$ cat config.mk
export PLATFORM = sky130hd
export DESIGN_NAME = lz4d_fifo
export DESIGN_NICKNAME = d
export VERILOG_FILES = /design/src/rtl/lz4d_pkg.sv /design/src/rtl/lz4d_fifo.sv
export SDC_FILE = /design/constraint.sdc
export NUM_CORES = 1
export LEC_CHECK = 0
export BUFFER_PORTS_ARGS = -buffer_cell sky130_fd_sc_hd__clkbuf_2
export CAP_MARGIN = 40
export CORE_ASPECT_RATIO = 0.7
export CORE_MARGIN = 3
export CORE_UTILIZATION = 30
export CTS_BUF_LIST = sky130_fd_sc_hd__clkbuf_4 sky130_fd_sc_hd__clkbuf_8
export DETAILED_ROUTE_END_ITERATION = 8
export PLACE_DENSITY_LB_ADDON = 0.12
export SYNTH_ARGS = -nofsm -noshare
export SYNTH_HDL_FRONTEND = slang
export SYNTH_SLANG_ARGS = --single-unit
$ cat constraint.sdc
create_clock -name clk_i -period 2.6 [get_ports clk_i]
set_input_delay 0.13 -clock clk_i [delete_from_list [all_inputs] [get_ports clk_i]]
set_output_delay 0.13 -clock clk_i [all_outputs]
set_load 0.02 [all_outputs]
$ cat src/rtl/lz4d_pkg.sv
`timescale 1ns / 1ps
`default_nettype none
package lz4d_pkg;

  localparam int unsigned SizeW       = 25;
  localparam int unsigned WinAw       = 16;
  localparam int unsigned WindowDepth = 65536;
  localparam int unsigned ChunkW      = 6;
  localparam int unsigned ChunkDef    = 32;
  localparam int unsigned MaxBlockDef = 16777216;

  localparam logic [1:0] ModeByte = 2'd0;
  localparam logic [1:0] ModeEnd  = 2'd1;
  localparam logic [1:0] ModePull = 2'd2;
  localparam logic [1:0] ModeRsvd = 2'd3;

  localparam logic KindData   = 1'b0;
  localparam logic KindStatus = 1'b1;

  typedef enum logic [1:0] {
    CK_NONE,
    CK_LIT,
    CK_CHUNK
  } cmd_kind_e;

  typedef struct packed {
    cmd_kind_e              kind;
    logic [7:0]             lit;
    logic [ChunkW-1:0]      cnt;
    logic [WinAw-1:0]       mdist;
    logic                   pending;
    logic                   refused;
    logic                   stat;
    logic                   success;
    logic [SizeW-1:0]       count;
  } cmd_t;

endpackage
`default_nettype wire

$ cat src/rtl/lz4d_fifo.sv
`timescale 1ns / 1ps
`default_nettype none
module lz4d_fifo (
  input  wire logic  clk_i,
  input  wire logic  rst_ni,
  input  wire logic  push_i,
  input  wire lz4d_pkg::cmd_t wdata_i,
  output logic       full_o,
  input  wire logic  pop_i,
  output logic       empty_o,
  output lz4d_pkg::cmd_t rdata_o
);
  import lz4d_pkg::*;

  cmd_t       mem_q [4];
  logic [1:0] wp_q, rp_q;
  logic [2:0] cnt_q;

  assign full_o  = (cnt_q == 3'd4);
  assign empty_o = (cnt_q == 3'd0);
  assign rdata_o = mem_q[rp_q];

  always_ff @(posedge clk_i) begin
    if (push_i) begin
      mem_q[wp_q] <= wdata_i;
    end
  end

  always_ff @(posedge clk_i or negedge rst_ni) begin
    if (!rst_ni) begin
      wp_q <= '0; rp_q <= '0; cnt_q <= '0;
    end else begin
      if (push_i) wp_q <= wp_q + 1'b1;
      if (pop_i)  rp_q <= rp_q + 1'b1;
      cnt_q <= cnt_q + 3'(push_i) - 3'(pop_i);
    end
  end

  a_no_overrun: assert property (@(posedge clk_i) disable iff (!rst_ni)
    push_i |-> !full_o) else $error("command queue overrun");

endmodule
`default_nettype wire

==> results.cfg <==
[grt]
grt_antenna_before_repair = 0
grt_overflow_total = 0
grt_pass1_vias = 4967
grt_max_degree = 41
grt_pass1_wl_um = 29800
grtUsageTotal_pct = 12.0

[floorplan]
core_um2 = 30200
ios = 128
dieArea_um2 = 33100
die_x_um = 216
num_rows = 53
fp.dieH_um = 153
start_util_pct = 30.6

[clock_network]
htree_levels = 2
clk_latency_ns = 0.53
post_cts_resize_count = 0
cts.clk_slew.worst_paths_ns = 0.06
cts_buffer_depth = 3
root_buffer = clkbuf_8
cts_tree = built
numCtsBuffers = 39
clock-sinks = 251

[finish]
final_nets = 661
fillCellCount = 2817
final_core_utilization_pct = 39.4
fin_cells = 1031
regArea_um2 = 7510
multiInputGateArea_um2 = 1580
drive_above_1_share_pct = 43.6
num_antenna_cells = 0
area_growth_pct = 28.7
design_area_um2 = 11900

[synthesis]
synthTopCellsByCount = 244 x edfxtp_1, 58 x mux4_2, 7 x buf_2, 7 x dfrtp_1
ys.flop_type = edfxtp_1
async_reset_ff_share_pct = 2.79
synth_edf_count = 244
netlist_instances = 353
synth.most_common_cell = edfxtp_1
synth.avg_cell_area_um2 = 26.2
yosysTopAreaCellShare_pct = 79.1
yosysTopAreaCell = edfxtp_1
ys_ff_latch = 251
synth_nets = 425
syn_area_um2 = 9260
synth_warnings = 0
ys_seq_area_share_pct = 81.0
yosysUniqueCellTypes = 17
synthTopCellsByArea = edfxtp_1 79%, mux4_2 14%, dfrtp_1 1.9%

[setup_path]
r2r_slack_ns = 0.83
cp-end-kind = primary output
cp.arrival_ns = 2.22
critPathRequiredTime_ns = 2.47
cp_max_fo = 40
r2r_start = wp_q[0]
reg2reg_depth = 4
slowest_delay_ns = 0.84
worstPathCellList = buf_12 -> mux4_2 -> clkbuf_2
worst-path-buf-inv = 2
critPathKind = flip-flop to primary output
startpoint_type = flip-flop
r2r-end = mem_q[2][29]
crit_family = flip-flops
cp_slowest_cell = dfrtp_4
cp.depth = 3
cp-startpoint = rp_q[1]

[power]
p_leak_nw = 4.18
p_per_area_nw_per_um2 = 1100
power_w = 0.0131
irDropWorstVdd_v = 0.000407

[drt]
wl_per_cell_um = 18.8
wl_um = 19300
vias = 4426
vias_per_cell = 4.29
antenna_left = 0
drc = 0
first_pass_iters = 4
drtIter0Drc = 199

[hold_path]
hold-path-cell-count = 2
min-delay-start = wdata_i[42]
worstHoldEndpoint = mem_q[0][42]
hold_path_class = input port to flip-flop

[placed_design]
port_buffers = 127
gp_congestion = 0.647
placed_area_um2 = 10400
dp_hpwl_um = 11200
dp.cells = 890

[sta]
finClkSkew_ns = 0.0197
tightest_slew_ns = 0.663
fin_crit_sh_pct = 90.3
period_needed_ns = 2.35
rsz0062_at_grt = no
hold_viol = 0
fmax_mhz = 426
finalMaxSlewViolations = 0
max-slew-margin-rel_pct = 55.8
setup_violations = 0
finalSetupTns_ns = 0

[run]
cap_violations = 0

[outcome]
outcome = finished, final reports clean
==> layout make-up <==
class	instances	share of cell area (%)
clock buffer	59	5.92
tap	412	4.32
multi-input combinational	82	13.3
timing repair buffer	209	12.7
inverter	6	0.189
clock inverter	12	0.619
sequential	251	63.0
==> metrics by stage <==
stage,hold slack [ns],setup WS (ns)
after floorplan,-0.166,0.116
after global placement,-0.0201,0.652
after detailed placement,-0.0210,0.651
after CTS,0.307,0.0505
after global routing,0.325,0.114
final,0.363,0.251
==> metal layers <==
layer	GRT usage, %	vias to the layer above	wire (um)
met3	4.21	27	1310
met1	15.3	2299	8330
li1	-	1990	-
met2	19.7	110	9410
met5	0	-	0
met4	3.37	0	284
==> worst reg2reg max path: stages, from the launching register on <==
cell,delay (ns)
dfrtp_1,0.42
inv_1,0.10
ha_1,0.15
and2_4,0.48
buf_4,0.32
==> timing repair <==
action,4_1_cts,5_1_grt
setup endpoints to repair,0,1
endpoints found under the hold margin,256,0
hold buffers,65,0
buffers inserted,0,5
==> cell families (layout without fill, tap and decap cells) <==
logic type | after synthesis | count (layout) | share of synthesized area, %
adders and majority gates | 7 | 7 | 1.03
AOI/OAI and AO/OA | 1 | 1 | 0.0540
and+or+nand+nor | 8 | 8 | 0.473
muxes | 61 | 61 | 15.0
xor gates and xnor gates | 5 | 5 | 0.473
buffers and inverters | 20 | 286 | 2.04
DFF | 251 | 251 | 81.0
==> how the worst max path moves through the flow <==
stage,end,slack (ns)
after global routing,rdata_o[2],0.11
after floorplan,mem_q[2][0],0.12
final,rdata_o[2],0.25
after global placement,rdata_o[58],0.65
after CTS,rdata_o[58],0.05
after detailed placement,rdata_o[58],0.65
==> where the power goes <==
part	total, W	switching (W)	internal (W)
sequential	0.00563	0.000330	0.00530
combinational	0.00424	0.00242	0.00183
clock	0.00326	0.00143	0.00183
total	0.0131	0.00418	0.00896
==> layout by cell type, fill, tap and decap left out <==
master / netlist / layout
clkinv_2: 0 / 2
dfrtp_4: 0 / 2
buf_4: 0 / 9
clkbuf_8: 0 / 42
nand2_1: 2 / 2
mux4_2: 58 / 58
fa_1: 1 / 1
xor2_1: 3 / 3
dfrtp_1: 7 / 5
and2_4: 0 / 4
bufinv_16: 0 / 1
dlygate4sd3_1: 0 / 65
clkinv_1: 0 / 9
buf_12: 6 / 8
xnor2_1: 2 / 2
edfxtp_1: 244 / 244
ha_1: 6 / 6
and3_1: 1 / 1
clkbuf_4: 0 / 17
mux4_1: 3 / 3
inv_1: 6 / 6
o21ai_0: 1 / 1
nor3_1: 1 / 1
clkbuf_2: 0 / 127
==> flip-flops by register name, indices dropped and copies added, names as in the netlist <==
signal / flops
cnt_q: 3
wp_q: 2
rp_q: 2
mem_q: 244
No activity file was read; power rests on OpenSTA's default activity.
